$ cat config.mk
export PLATFORM = sky130hd
export DESIGN_NAME = length_prefixed_frame_receiver
export DESIGN_NICKNAME = d
export VERILOG_FILES = /design/src/rtl/lpfr_pkg.sv /design/src/rtl/lpfr_front.sv /design/src/rtl/lpfr_queue.sv /design/src/rtl/lpfr_back.sv /design/src/rtl/length_prefixed_frame_receiver.sv
export SDC_FILE = /design/constraint.sdc
export NUM_CORES = 1
export LEC_CHECK = 0
export ABC_AREA = 0
export BUFFER_PORTS_ARGS = -buffer_cell sky130_fd_sc_hd__buf_2
export CORE_MARGIN = 2
export CORE_UTILIZATION = 35
export CTS_CLUSTER_DIAMETER = 60
export CTS_CLUSTER_SIZE = 28
export DETAILED_ROUTE_END_ITERATION = 8
export GPL_ROUTABILITY_DRIVEN = 0
export HOLD_SLACK_MARGIN = 0.03
export PLACE_DENSITY = 0.63
export SLEW_MARGIN = 20
export SYNTH_ARGS = -nofsm -noshare
export SYNTH_HDL_FRONTEND = slang
export SYNTH_HIERARCHICAL = 1
export SYNTH_SLANG_ARGS = --single-unit
$ cat constraint.sdc
create_clock -name aclk -period 4.8 [get_ports aclk]
set_input_delay 0.24 -clock aclk [delete_from_list [all_inputs] [get_ports aclk]]
set_output_delay 0.24 -clock aclk [all_outputs]
set_load 0.005 [all_outputs]
$ cat src/rtl/lpfr_pkg.sv
// Shared types and constants for the length-prefixed frame receiver.
package lpfr_pkg;

    localparam int QUEUE_DEPTH = 2;
    localparam int QPTR_W      = $clog2(QUEUE_DEPTH);

    localparam logic [7:0] DL_REQ_BYTE0   = 8'hD0;
    localparam logic [7:0] DL_REQ_BYTE1   = 8'h00;
    localparam logic [7:0] TIMEOUT_RESET  = 8'd10;
    localparam logic [7:0] IDLE_MAX       = 8'hFF;
    localparam logic [16:0] DL_HDR_BYTES  = 17'd3;
    localparam logic [16:0] STD_HDR_BYTES = 17'd2;

    localparam int APB_ADDR_W = 4;

    typedef enum logic [1:0] {
        REG_SUITE_TYPE = 2'd0,
        REG_DL_DATA    = 2'd1,
        REG_TIMEOUT    = 2'd2,
        REG_UNUSED     = 2'd3
    } reg_index_t;

    typedef enum logic [2:0] {
        ST_NOTHING  = 3'd0,
        ST_WAITING  = 3'd1,
        ST_COMPLETE = 3'd2,
        ST_TIMEOUT  = 3'd3,
        ST_OVERFLOW = 3'd4
    } status_t;

    typedef enum logic [1:0] {
        KIND_OTHER  = 2'd0,
        KIND_SUITE  = 2'd1,
        KIND_DL     = 2'd2,
        KIND_DL_REQ = 2'd3
    } kind_t;

    typedef enum logic {
        ITEM_BYTE = 1'b0,
        ITEM_TICK = 1'b1
    } item_kind_t;

    typedef struct packed {
        item_kind_t kind;
        logic [7:0] data_byte;
    } item_t;

    typedef struct packed {
        logic [7:0] suite_type_byte;
        logic [7:0] download_data_byte;
        logic [7:0] timeout_limit;
    } cfg_t;

    // First field sits in the highest bits.
    typedef struct packed {
        logic [7:0]  phase_byte;
        logic [7:0]  mode_byte;
        logic [16:0] frame_length;
        logic [10:0] byte_count;
        kind_t       frame_kind;
        status_t     status;
    } result_t;

    localparam int RESULT_W = $bits(result_t);
    localparam int M_DATA_W = ((RESULT_W + 7) / 8) * 8;

endpackage

$ cat src/rtl/lpfr_front.sv
// Input stage: accepts transactions and classifies them as bytes or idle ticks.
module lpfr_front import lpfr_pkg::*; (
    input  logic       aclk,
    input  logic       aresetn,
    input  logic       s_tvalid,
    output logic       s_tready,
    input  logic [7:0] s_tdata,
    input  logic       s_tuser,
    output logic       q_valid,
    input  logic       q_ready,
    output item_t      q_item
);

    logic  stage_valid_reg, stage_valid_next;
    item_t stage_item_reg, stage_item_next;

    assign s_tready = !stage_valid_reg || q_ready;
    assign q_valid  = stage_valid_reg;
    assign q_item   = stage_item_reg;

    always_comb begin
        stage_valid_next = stage_valid_reg;
        stage_item_next  = stage_item_reg;
        if (s_tready) begin
            stage_valid_next = s_tvalid;
            stage_item_next.kind      = s_tuser ? ITEM_TICK : ITEM_BYTE;
            stage_item_next.data_byte = s_tdata;
        end
    end

    always_ff @(posedge aclk) begin
        if (!aresetn) begin
            stage_valid_reg <= 1'b0;
        end else begin
            stage_valid_reg <= stage_valid_next;
        end
        stage_item_reg <= stage_item_next;
    end

endmodule

$ cat src/rtl/lpfr_queue.sv
// Short queue that decouples the input stage from the frame tracker.
module lpfr_queue import lpfr_pkg::*; (
    input  logic  aclk,
    input  logic  aresetn,
    input  logic  in_valid,
    output logic  in_ready,
    input  item_t in_item,
    output logic  out_valid,
    input  logic  out_ready,
    output item_t out_item
);

    item_t                    mem_reg [QUEUE_DEPTH];
    logic [QPTR_W-1:0]        wr_ptr_reg, wr_ptr_next;
    logic [QPTR_W-1:0]        rd_ptr_reg, rd_ptr_next;
    logic [$clog2(QUEUE_DEPTH+1)-1:0] fill_reg, fill_next;
    logic                     push, pop;

    assign in_ready  = fill_reg != ($clog2(QUEUE_DEPTH+1))'(QUEUE_DEPTH);
    assign out_valid = fill_reg != '0;
    assign out_item  = mem_reg[rd_ptr_reg];
    assign push      = in_valid && in_ready;
    assign pop       = out_valid && out_ready;

    always_comb begin
        wr_ptr_next = push ? wr_ptr_reg + 1'b1 : wr_ptr_reg;
        rd_ptr_next = pop  ? rd_ptr_reg + 1'b1 : rd_ptr_reg;
        fill_next   = fill_reg;
        if (push && !pop) begin
            fill_next = fill_reg + 1'b1;
        end else if (pop && !push) begin
            fill_next = fill_reg - 1'b1;
        end
    end

    always_ff @(posedge aclk) begin
        if (!aresetn) begin
            wr_ptr_reg <= '0;
            rd_ptr_reg <= '0;
            fill_reg   <= '0;
        end else begin
            wr_ptr_reg <= wr_ptr_next;
            rd_ptr_reg <= rd_ptr_next;
            fill_reg   <= fill_next;
        end
        if (push) begin
            mem_reg[wr_ptr_reg] <= in_item;
        end
    end

endmodule

$ cat src/rtl/lpfr_back.sv
// Frame tracker: header capture, length decode, timeout and overflow, result register.
module lpfr_back import lpfr_pkg::*; #(
    parameter int BUFFER_BYTES = 1024
) (
    input  logic    aclk,
    input  logic    aresetn,
    input  cfg_t    cfg,
    input  logic    in_valid,
    output logic    in_ready,
    input  item_t   in_item,
    output logic    out_valid,
    input  logic    out_ready,
    output result_t out_result
);

    localparam int CNT_W = $clog2(BUFFER_BYTES + 1);
    localparam logic [CNT_W-1:0] CNT_FULL = CNT_W'(BUFFER_BYTES);

    logic [CNT_W-1:0] count_reg, count_next;
    logic [3:0][7:0]  hdr_reg, hdr_next;
    logic [16:0]      len_reg, len_next;
    logic             known_reg, known_next;
    logic [7:0]       idle_reg, idle_next;
    logic             out_valid_reg, out_valid_next;
    result_t          result_reg, result_next;

    logic             take;
    logic [7:0]       idle_inc;
    logic [CNT_W-1:0] b_count;
    logic [3:0][7:0]  b_hdr;
    logic             b_known;
    logic [16:0]      b_len;
    logic             b_complete;
    result_t          res;

    // Kind is decoded from the live configuration values and the header as it stands.
    function automatic kind_t decode_kind(input logic nonzero, input logic ge2,
                                          input logic [7:0] b0, input logic [7:0] b1,
                                          input cfg_t c);
        kind_t k;
        k = KIND_OTHER;
        if (!nonzero) begin
            k = KIND_OTHER;
        end else if (b0 == c.suite_type_byte) begin
            k = KIND_SUITE;
        end else if (b0 == c.download_data_byte) begin
            k = KIND_DL;
        end else if (ge2 && b0 == DL_REQ_BYTE0 && b1 == DL_REQ_BYTE1) begin
            k = KIND_DL_REQ;
        end
        return k;
    endfunction

    assign in_ready   = !out_valid_reg || out_ready;
    assign take       = in_valid && in_ready;
    assign out_valid  = out_valid_reg;
    assign out_result = result_reg;
    assign idle_inc   = (idle_reg == IDLE_MAX) ? idle_reg : idle_reg + 8'd1;

    // Header and length as they stand after a received byte.
    always_comb begin
        b_hdr = hdr_reg;
        if (count_reg == '0) begin
            b_hdr = '0;
        end
        for (int i = 0; i < 4; i++) begin
            if (count_reg == CNT_W'(i)) begin
                b_hdr[i] = in_item.data_byte;
            end
        end
        b_count = count_reg + 1'b1;
        b_known = known_reg;
        b_len   = len_reg;
        if (!known_reg) begin
            if (b_hdr[0] == cfg.suite_type_byte) begin
                if (b_count >= CNT_W'(2)) begin
                    b_len   = 17'(b_hdr[1]);
                    b_known = 1'b1;
                end
            end else if (b_hdr[0] == cfg.download_data_byte) begin
                if (b_count >= CNT_W'(3)) begin
                    b_len   = DL_HDR_BYTES + {1'b0, b_hdr[1], b_hdr[2]};
                    b_known = 1'b1;
                end
            end else if (b_count >= CNT_W'(2)) begin
                b_len   = STD_HDR_BYTES + 17'(b_hdr[1]);
                b_known = 1'b1;
            end
        end
        b_complete = b_known && (17'(b_count) >= b_len);
    end

    always_comb begin
        count_next = count_reg;
        hdr_next   = hdr_reg;
        len_next   = len_reg;
        known_next = known_reg;
        idle_next  = idle_reg;
        res        = '0;
        if (take) begin
            unique case (in_item.kind)
                ITEM_TICK: begin
                    if (count_reg != '0) begin
                        idle_next = idle_inc;
                        if (idle_inc > cfg.timeout_limit) begin
                            res.status       = ST_TIMEOUT;
                            res.frame_kind   = decode_kind(1'b1, count_reg >= CNT_W'(2),
                                                           hdr_reg[0], hdr_reg[1], cfg);
                            res.byte_count   = 11'(count_reg);
                            res.frame_length = known_reg ? len_reg : 17'd0;
                            res.mode_byte    = hdr_reg[2];
                            res.phase_byte   = hdr_reg[3];
                            count_next       = '0;
                            len_next         = '0;
                            known_next       = 1'b0;
                            idle_next        = '0;
                        end
                    end
                end
                ITEM_BYTE: begin
                    res.frame_kind   = decode_kind(1'b1, b_count >= CNT_W'(2),
                                                   b_hdr[0], b_hdr[1], cfg);
                    res.byte_count   = 11'(b_count);
                    res.frame_length = b_known ? b_len : 17'd0;
                    res.mode_byte    = b_hdr[2];
                    res.phase_byte   = b_hdr[3];
                    hdr_next         = b_hdr;
                    idle_next        = '0;
                    if (b_complete || b_count == CNT_FULL) begin
                        res.status = b_complete ? ST_COMPLETE : ST_OVERFLOW;
                        count_next = '0;
                        len_next   = '0;
                        known_next = 1'b0;
                    end else begin
                        res.status = ST_WAITING;
                        count_next = b_count;
                        len_next   = b_len;
                        known_next = b_known;
                    end
                end
                default: begin
                    res = '0;
                end
            endcase
        end
        out_valid_next = take ? 1'b1 : (out_ready ? 1'b0 : out_valid_reg);
        result_next    = take ? res : result_reg;
    end

    always_ff @(posedge aclk) begin
        if (!aresetn) begin
            count_reg     <= '0;
            hdr_reg       <= '0;
            len_reg       <= '0;
            known_reg     <= 1'b0;
            idle_reg      <= '0;
            out_valid_reg <= 1'b0;
        end else begin
            count_reg     <= count_next;
            hdr_reg       <= hdr_next;
            len_reg       <= len_next;
            known_reg     <= known_next;
            idle_reg      <= idle_next;
            out_valid_reg <= out_valid_next;
        end
        result_reg <= result_next;
    end

endmodule

$ cat src/rtl/length_prefixed_frame_receiver.sv
// Top level of the length-prefixed frame receiver: register port, input stage, queue, tracker.
//
// The receiver takes one transaction per clock on the s_ channel while s_tready is high,
// either a received byte (s_tuser low, byte in s_tdata) or an idle poll tick (s_tuser high),
// and returns exactly one result transaction on the m_ channel for each one, in order.
// Sustained throughput is one item per cycle while m_tready is held high. An accepted item
// passes through the input register, the two-entry queue and the result register, in that
// order, before it appears on the m_ channel. The queue lets the input side keep
// taking items while the result side is stalled, until the queue and input register are full.
// The frame tracker decodes the frame
// length from the first header bytes: a first byte equal to suite_type_byte makes byte 1
// the whole length, a first byte equal to download_data_byte adds three header bytes to a
// big-endian 16-bit length in bytes 1 and 2, and any other first byte gives two plus byte 1.
// Each result reports waiting, complete, timeout discard (more idle ticks in a row than
// timeout_limit while a frame is open) or overflow discard (BUFFER_BYTES bytes without
// completion), with the frame kind, byte count, length and header bytes 2 and 3. The three
// configuration registers sit on the APB port at byte addresses 0, 4 and 8 and should only
// be written while no transaction is in flight.
module length_prefixed_frame_receiver import lpfr_pkg::*; #(
    parameter int BUFFER_BYTES = 1024
) (
    input  logic                  aclk,
    input  logic                  aresetn,
    // APB configuration port
    input  logic                  psel,
    input  logic                  penable,
    input  logic                  pwrite,
    input  logic [APB_ADDR_W-1:0] paddr,
    input  logic [31:0]           pwdata,
    output logic [31:0]           prdata,
    output logic                  pready,
    // Input stream
    input  logic                  s_tvalid,
    output logic                  s_tready,
    input  logic [7:0]            s_tdata,  // [7:0] data_byte
    input  logic                  s_tuser,  // [0] cmd
    // Result stream
    output logic                  m_tvalid,
    input  logic                  m_tready,
    // [2:0] status, [4:3] frame_kind, [15:5] byte_count, [32:16] frame_length,
    // [40:33] mode_byte, [48:41] phase_byte, upper bits zero
    output logic [M_DATA_W-1:0]   m_tdata
);

    cfg_t       cfg_reg, cfg_next;
    reg_index_t reg_sel;
    logic       cfg_write;

    logic       q_in_valid, q_in_ready;
    item_t      q_in_item;
    logic       q_out_valid, q_out_ready;
    item_t      q_out_item;
    result_t    result;

    // Register decode: the word index selects the register, and the byte offset is ignored.
    assign pready    = 1'b1;
    assign reg_sel   = reg_index_t'(paddr[APB_ADDR_W-1:2]);
    assign cfg_write = psel && penable && pwrite && pready;

    always_comb begin
        cfg_next = cfg_reg;
        prdata   = '0;
        unique case (reg_sel)
            REG_SUITE_TYPE: begin
                prdata = 32'(cfg_reg.suite_type_byte);
                if (cfg_write) cfg_next.suite_type_byte = pwdata[7:0];
            end
            REG_DL_DATA: begin
                prdata = 32'(cfg_reg.download_data_byte);
                if (cfg_write) cfg_next.download_data_byte = pwdata[7:0];
            end
            REG_TIMEOUT: begin
                prdata = 32'(cfg_reg.timeout_limit);
                if (cfg_write) cfg_next.timeout_limit = pwdata[7:0];
            end
            default: begin
                prdata = '0;
            end
        endcase
    end

    always_ff @(posedge aclk) begin
        if (!aresetn) begin
            cfg_reg.suite_type_byte    <= '0;
            cfg_reg.download_data_byte <= '0;
            cfg_reg.timeout_limit      <= TIMEOUT_RESET;
        end else begin
            cfg_reg <= cfg_next;
        end
    end

    lpfr_front u_front (
        .aclk     (aclk),
        .aresetn  (aresetn),
        .s_tvalid (s_tvalid),
        .s_tready (s_tready),
        .s_tdata  (s_tdata),
        .s_tuser  (s_tuser),
        .q_valid  (q_in_valid),
        .q_ready  (q_in_ready),
        .q_item   (q_in_item)
    );

    lpfr_queue u_queue (
        .aclk      (aclk),
        .aresetn   (aresetn),
        .in_valid  (q_in_valid),
        .in_ready  (q_in_ready),
        .in_item   (q_in_item),
        .out_valid (q_out_valid),
        .out_ready (q_out_ready),
        .out_item  (q_out_item)
    );

    lpfr_back #(
        .BUFFER_BYTES (BUFFER_BYTES)
    ) u_back (
        .aclk       (aclk),
        .aresetn    (aresetn),
        .cfg        (cfg_reg),
        .in_valid   (q_out_valid),
        .in_ready   (q_out_ready),
        .in_item    (q_out_item),
        .out_valid  (m_tvalid),
        .out_ready  (m_tready),
        .out_result (result)
    );

    assign m_tdata = M_DATA_W'(result);

endmodule

# Yosys cells after proc, flatten, opt, wreduce, memory -nomap -nowiden
# Memory sizes are Yosys's and may differ from the RTL's. A register that Yosys moved wholly into a read port is not among the register bits.
# Cells that the tools add are included.
# Widths: inputs -> output; s select.
totals:
  register_bits: 157
  ram_bits: 18
  input_bits: 52
  out_inout_bits: 91
  elab_cells: 142
  mem_count: 1
mem_list:
  columns: ["memory", "depth", "word_bits", "rd", "rd_ports_with_merged_regs", "wr", "line", "source"]
  rows:
  - ["u_queue.mem_reg", 2, 9, 1, 1, 1, "lpfr_queue.sv:13", "item_t mem_reg [QUEUE_DEPTH];"]
classes:
  n_addsub: 8
  n_lt_le_gt_ge: 5
  n_eq_ne: 16
  mux: 55
  bitwise: 1
  n_reduce_logical: 32
ops:
  columns: ["cell", "count"]
  rows:
  - ["$mux 17", 11]
  - ["$mux 49", 2]
  - ["$pmux 49 s2", 1]
  - ["$mux 8", 7]
  - ["$pmux 17 s2", 1]
  - ["$ge 11x2->1 const B", 3]
  - ["$mux 11", 3]
  - ["$eq 8x8->1", 4]
  - ["$mux 32", 1]
  - ["$eq 8x8->1 const B", 3]
  - ["$pmux 8 s3", 1]
  - ["$eq 11x2->1 const B", 2]
  - ["$pmux 11 s2", 1]
  - ["$add 2x16->17 const A", 1]
  - ["$ge 11x17->1", 1]
  - ["$logic_not 8->1", 2]
  - ["$mux 2", 8]
  - ["$pmux 8 s2", 1]
  - ["$mux 1", 15]
  - ["$add 11x1->11 const B", 1]
  - ["$eq 11x1->1 const B", 1]
  - ["$eq 11x11->1 const B", 1]
  - ["$logic_and 1x1->1", 11]
  - ["$logic_not 11->1", 1]
  - ["19 further kinds", 34]

# Longest topological paths before layout
# Gate-level depths: netlist (run 1).
depth:
  ltp_word: 13
  mapped_depth: 26
  mapped_depth_nobuf: 23

# Cells and area by module
# Netlist (run 1), hierarchy kept.
modules_own_cells:
  columns: ["module", "n_inst", "cells_each", "area_per_inst_um2", "seq_area_each_um2"]
  rows:
  - ["lpfr_back", 1, 857, 7487.2, 2872.8]
  - ["length_prefixed_frame_receiver", 1, 154, 1350.0, 480.5]
  - ["lpfr_queue", 1, 53, 880.8, 640.6]
  - ["lpfr_front", 1, 13, 319.1, 290.3]

# Worst setup path after synthesis (run 1)
# OpenSTA, ideal clock, no wires.
synth_timing:
  path_kind: "register -> register"
  startpoint: "reg (tool-made name)"
  endpoint: "reg u_back.result_reg, in the netlist u_back/out_result[1], data pin"
  setup_time_ns: 0.269
  arrival_time_ns: 4.599
  t_required_ns: 4.531
  setup_slack_ns: -0.068
  path_stages_with_launch: 24
  n_path_buf: 3
  synth_period_minus_slack_ns: 4.868
  path_cell_list: "dfxtp_1 -> buf_2 -> mux2_2 -> clkbuf_1 -> xnor2_1 -> nand2_1 -> a2111oi_0 -> nor4b_1 -> o21bai_1 -> mux2_2 -> a21oi_1 -> a21oi_1 -> ha_1 -> nand2b_1 -> a21o_1 -> a21o_1 -> a21oi_1 -> o21ai_0 -> a21oi_1 -> nor2_1 -> a211oi_1 -> nand4bb_4 -> buf_2 -> o21ai_1"
synth_rtl:
  columns: ["item", "line", "source"]
  rows:
  - ["end signal: assignment", "lpfr_back.sv:166", "result_reg <= result_next;"]
  - ["end: declaration", "lpfr_back.sv:25", "result_t result_reg, result_next;"]

==> reports/results.ini, run 1 <==
[pwr]
combPwrFrac_pct = 46.9
leakage_nw = 5.15
swShare_pct = 40.1
clkPwrFrac_pct = 21.7
seqPwrFrac_pct = 31.4
power_density_nw_per_um2 = 527
p_int_w = 0.00397
peakVddDrop_mv = 0.284
p_sw_w = 0.00265
total_power_w = 0.00662

[final_layout]
final_cell_mix = nand2_1, buf_4, dfxtp_1
final_common_cell = nand2_1
largest_reg_flops = 49
drive_above_1_share_pct = 26.0
multi_input_comb_area_sq_um = 5590
regArea_sq_um = 4290
fin_nets = 1323
final_core_util_pct = 44.9
fin_cells = 1634
nFillCells = 2677
syn_to_final_growth_pct = 25.3
diodes = 0

[die]
coreArea_sq_um = 28000
num_rows = 61
die_area_sq_um = 30000
ios = 143
die_x_um = 173
initial_utilization_pct = 35.8
dieHeight_um = 173

[placed_design]
dp_slack_ns = -0.272
place_inst = 1571
port_buffers = 84
place_hpwl_um = 20500

[drt]
wl_per_cell_um = 17.6
drt-initial-drc-count = 837
drt_wl_total_um = 28700
via_count = 8849
remaining_drc_errors = 0
ant_nets = 0
via_per_inst = 5.42
drt-pass1-iter-count = 6

[worst_setup_path]
regToRegEndpoint = u_back/len_reg[10]
crit_type = flop to flop
cp-start-kind = flop
ff2ff_setup_slack_ns = -0.04
path_max_fanout = 12
cp.arrival_ns = 5.12
reg2reg_depth = 24
required_ns = 5.08
worstSetupEndpointType = flop

[timing]
fin_crit_ns = 4.84
slew_violations = 0
rsz0062_at_grt = true
finalHoldViolations = 0
whs_ns = 0.0822
clock.fmax_mhz = 207
min_period_over_period_pct = 101
slew_headroom_pct = 33.7
setup_viol = 5
skew_ns = 0.0142
max_slew.worst_pin.slew_ns = 0.994
timing.final.ws_setup_ns = -0.0368

[grt]
overflow = 0
antenna_found_initial = 0
first_global_vias = 8260
grt_pass1_wl_um = 44700
grt_max_degree = 55
groute.usage.overall_pct = 18.6

[yosys]
synth_sequential_area_ratio_pct = 42.7
ys_types = 82
ys_ff_latch = 176
syn_inst = 1077
synth_flop_cell = dfxtp_1
syn_avg_cell_area_sq_um = 9.32
synth-edff-count = 76
synth_area_sq_um = 10000
async_reset_ff_share_pct = 0
yosys_warnings = 6

[clock_network]
clk_latency_ns = 0.44
htreeDepth = 4
cts_tree = built
clk_pin_slew_ns = 0.08
cts.sinks = 176
cts_root_buf = clkbuf_16
cts_buffer_depth = 2
cts_made_buffers = 17

[status]
failed_checks = setup timing
outcome = finished, violations left

[worst_hold_path]
hold_end = cfg_reg[3]
hold_path_class = input port to flop
hold_depth = 3
hp-start = pwdata[3]

[flow_run]
maxCapViolCount = 0

-- power by group through the flow --
stage / clock network (W) / registers [W] / logic, W
2_1_floorplan: 0 / 0.00208 / 0.00162
3_3_place_gp: 0 / 0.00210 / 0.00257
3_5_place_dp: 0 / 0.00210 / 0.00260
4_1_cts: 0.00146 / 0.00207 / 0.00264
5_1_grt: 0.00153 / 0.00211 / 0.00337
6_report: 0.00144 / 0.00208 / 0.00311
-- worst max path at each step --
stage	start	end	cells after the start
floorplan	flop	u_back/out_result[1]	23
global placement	flop	u_back/len_reg[1]	22
detailed placement	flop	u_back/out_result[2]	22
finish	flop	u_back/len_reg[10]	24
CTS	u_back/count_reg[0]	u_back/out_result[0]	22
global route	flop	u_back/count_reg[2]	23
-- per-layer routing --
| metal | track usage [%] | vias to the layer above | part of all wire [%] |
|---|---|---|---|
| met2 | 30.3 | 380 | 47 |
| met1 | 25.1 | 4218 | 44 |
| met3 | 2.85 | 53 | 6.6 |
| met5 | 0 | - | 0 |
| li1 | - | 4198 | - |
| met4 | 6.43 | 0 | 2.5 |
-- synthesized netlist by cell type (5+ instances only) --
master / n / area [sq um]
nor4_1: 11 / 68.8
a21oi_1: 56 / 280
a22o_1: 33 / 289
nor3_1: 20 / 100
mux2_2: 12 / 135
xor2_1: 19 / 166
a22oi_1: 32 / 240
and3_1: 18 / 113
o21ai_1: 11 / 55.1
nand4_1: 12 / 75.1
a32oi_1: 5 / 43.8
o31ai_1: 6 / 45.0
and2_1: 7 / 43.8
clkbuf_1: 39 / 146
edfxtp_1: 76 / 2280
a21o_1: 8 / 60.1
inv_1: 37 / 139
nand3_1: 33 / 165
nor2_1: 90 / 338
mux2i_1: 39 / 390
nand2_1: 122 / 458
buf_4: 33 / 248
or3_1: 5 / 31.3
xnor2_1: 40 / 350
a31oi_1: 14 / 87.6
ha_1: 28 / 350
o21a_1: 5 / 37.5
buf_2: 11 / 55.1
a211oi_1: 18 / 135
nand2b_1: 5 / 31.3
o21ai_0: 46 / 230
buf_6: 5 / 56.3
dfxtp_1: 100 / 2000
-- worst max-delay path, cell delays in order, from the launching register on --
cell and delay [ns]:
dfxtp_4 0.42, buf_4 0.13, mux2_2 0.36, buf_4 0.21, xnor2_2 0.17, nand4_1 0.15
or4_1 0.43, o21ai_2 0.11, buf_6 0.15, buf_6 0.10, nor3_1 0.04, a21oi_1 0.12
o21ai_1 0.10, a22oi_1 0.21, o22a_1 0.20, inv_2 0.06, ha_1 0.26, nand2_1 0.06
o21ai_2 0.13, a21oi_2 0.09, nor2_2 0.18, a211oi_2 0.09, nand4bb_4 0.37, a31oi_4 0.44
nor3_1 0.10
-- what timing repair did --
action | in CTS | in global routing
gates resized for setup | 8 | 78
hold buffers | 10 | 0
buffers inserted | 0 | 18
endpoints found under the hold margin | 10 | 0
pin swaps | 3 | 36
endpoints found under the setup margin | 29 | 29
gates cloned | 0 | 3
-- cell families (layout without fill, tap and decap cells) --
| group | count (synthesis) | in the layout | synth area share, % |
|---|---|---|---|
| other cells | 2 | 32 | 0.0748 |
| compound gates | 268 | 268 | 18.4 |
| flops | 176 | 176 | 42.7 |
| fa+ha+maj | 28 | 28 | 3.49 |
| buf+inv | 128 | 277 | 6.53 |
| simple gates | 365 | 365 | 18.4 |
| mux | 51 | 51 | 5.24 |
| xor+xnor | 59 | 59 | 5.15 |
-- layout make-up --
type / count / share of cell area (%)
clock buffer: 17 / 3.38
clock inverter: 15 / 1.60
inverter: 39 / 1.16
multi-input combinational: 803 / 44.4
sequential: 176 / 34.1
tap: 378 / 3.76
timing repair buffer: 206 / 11.6
-- through the flow --
stage          instance area [sq um]  TNS [ns]
2_1_floorplan                  10200         0
3_3_place_gp                   11200     -3.20
3_5_place_dp                   11200     -5.27
4_1_cts                        12000         0
5_1_grt                        12600     -5.49
6_report                       12600   -0.0815
Power figures use the tool's default switching activity.
==> inputs of run 2 (changes only) <==
- CTS_BUF_LIST: default -> sky130_fd_sc_hd__clkbuf_2 sky130_fd_sc_hd__clkbuf_4 sky130_fd_sc_hd__clkbuf_8
- HOLD_SLACK_MARGIN: 0.03 -> default
- PLACE_DENSITY: 0.63 -> 0.61
- clock period: 4.8 -> 5.4 ns (I/O delays scaled with it)
==> run 2 against run 1 <==
The run now ends clean. Die area did not move. Wire length fell by 4.2%. Non-clock buffer count fell by 59. Critical endpoint is now u_back/len_reg[1].
==> reports/results.ini, run 2 (synthesized netlist as in run 1, its figures left out) <==
[final_layout]
fin_nets = 1264
final_cell_area_sq_um = 11500
largest_reg_flops = 49
final_cell_mix = nand2_1, dfxtp_1, nor2_1
drive_above_1_share_pct = 18.6
final_common_cell = nand2_1
syn_to_final_growth_pct = 15.0
diodes = 0

[clock_network]
clk_latency_ns = 0.48
cts_buffer_depth = 2
cts_made_buffers = 17
clk_pin_slew_ns = 0.11
cts_setup_buffers = 0
htreeDepth = 4
cts_tree = built
cts.sinks = 176
cts_root_buf = clkbuf_8

[flow_run]
maxCapViolCount = 0

[die]
dieHeight_um = 173
coreArea_sq_um = 28000
ios = 143
die_area_sq_um = 30000
die_x_um = 173
num_rows = 61
initial_utilization_pct = 35.8

[worst_hold_path]
hold_path_class = input port to flop

[timing]
slew_headroom_pct = 25.6
finalHoldViolations = 0
skew_ns = 0.0167
max_slew.worst_pin.slew_ns = 1.12
clock.fmax_mhz = 195
slew_violations = 0
setup_viol = 0
fin_crit_ns = 5.12
final.setup.tns_ns = 0
min_period_over_period_pct = 94.8

[drt]
via_per_inst = 5.40
ant_nets = 0
drt-initial-drc-count = 661
wl_per_cell_um = 17.5
remaining_drc_errors = 0
drt_wl_total_um = 27500
via_count = 8501
drt-pass1-iter-count = 5

[worst_setup_path]
crit_path_start = u_back/count_reg[1]
crit_end = u_back/len_reg[1]
required_ns = 5.79
path_max_fanout = 8
reg2reg_depth = 23
cp-start-kind = flop
crit_type = flop to flop
ff2ff_setup_slack_ns = 0.28
cp.arrival_ns = 5.51
regToRegEndpoint = u_back/len_reg[1]
regToRegStartpoint = u_back/count_reg[1]
worstSetupEndpointType = flop

[pwr]
leakage_nw = 4.64
peakVddDrop_mv = 0.199
power_density_nw_per_um2 = 440
total_power_w = 0.00508

[grt]
grt_max_degree = 51
antenna_found_initial = 0
grt_pass1_wl_um = 43300
groute.usage.overall_pct = 18.0
first_global_vias = 7996
overflow = 0

[placed_design]
dpl_cell_area_sq_um = 10900
port_buffers = 84
place_hpwl_um = 19900

[status]
outcome = finished, final reports clean

run 2: cell type report:
| type | count | area [sq um] |
|---|---|---|
| multi-input combinational | 803 | 5270 |
| timing repair buffer | 147 | 931 |
| sequential | 176 | 4290 |
| inverter | 39 | 146 |
| clock buffer | 17 | 234 |
| tap | 378 | 473 |
| fill | 2779 | 16500 |
| clock inverter | 15 | 206 |
run 2: what timing repair did:
action | 4_1_cts | 5_1_grt
endpoints found under the setup margin | 1 | 29
gates resized for setup | 1 | 15
hold buffers | 10 | 0
hold endpoints to repair | 10 | 0
pin swaps | 0 | 0
run 2: critical path: stages (launching register included):
cell and delay (ns):
dfxtp_2 0.39, inv_1 0.14, ha_1 0.27, or3b_2 0.49, nor3_2 0.31, a21oi_1 0.17
inv_1 0.13, ha_1 0.31, nand3b_4 0.12, nor2_1 0.13, xnor2_1 0.15, a21oi_1 0.10
a211oi_1 0.22, a21o_1 0.17, inv_1 0.07, ha_1 0.29, a21oi_1 0.14, o21ai_0 0.10
a21oi_1 0.19, nor2_1 0.09, a211oi_1 0.29, nand4bb_4 0.27, a31oi_4 0.18, nor4_2 0.30
run 2: how the worst min path moves through the flow:
stage / start / to / cells after the start
global placement: u_front/q_item[5] / u_queue/mem_reg[0][5] / 0
detailed placement: u_front/q_item[5] / u_queue/mem_reg[0][5] / 0
CTS: pwdata[1] / cfg_reg[9] / 3
finish: pwdata[3] / cfg_reg[3] / 3
floorplan: s_tdata[0] / u_front/q_item[0] / 0
global route: pwdata[1] / cfg_reg[9] / 3
run 2: power breakdown:
part / leakage [nW] / internal [W] / switching, W / total [W]
Combinational: 2.87 / 0.000862 / 0.00139 / 0.00225
Clock: 0.217 / 0.000372 / 0.000612 / 0.000984
Sequential: 1.55 / 0.00169 / 0.000155 / 0.00185
run 2: routing by layer:
metal | up-vias | track usage [%] | share of wire (%)
met2 | 327 | 29.3 | 47
met3 | 46 | 2.85 | 5.7
met5 | - | 0 | 0
met4 | 0 | 7.10 | 2.6
met1 | 4049 | 23.9 | 45
li1 | 4079 | - | -
run 2: per-stage QoR:
stage	hold slack [ns]	setup WS [ns]	instances	util, %
2_1_floorplan	0.369	0.532	1107	-
3_3_place_gp	0.427	0.146	1533	39.1
3_5_place_dp	0.443	0.127	1533	39.1
4_1_cts	0.0482	0.0961	1575	41.0
5_1_grt	0.0650	-0.0225	1575	41.2
6_report	0.0777	0.281	1575	41.2
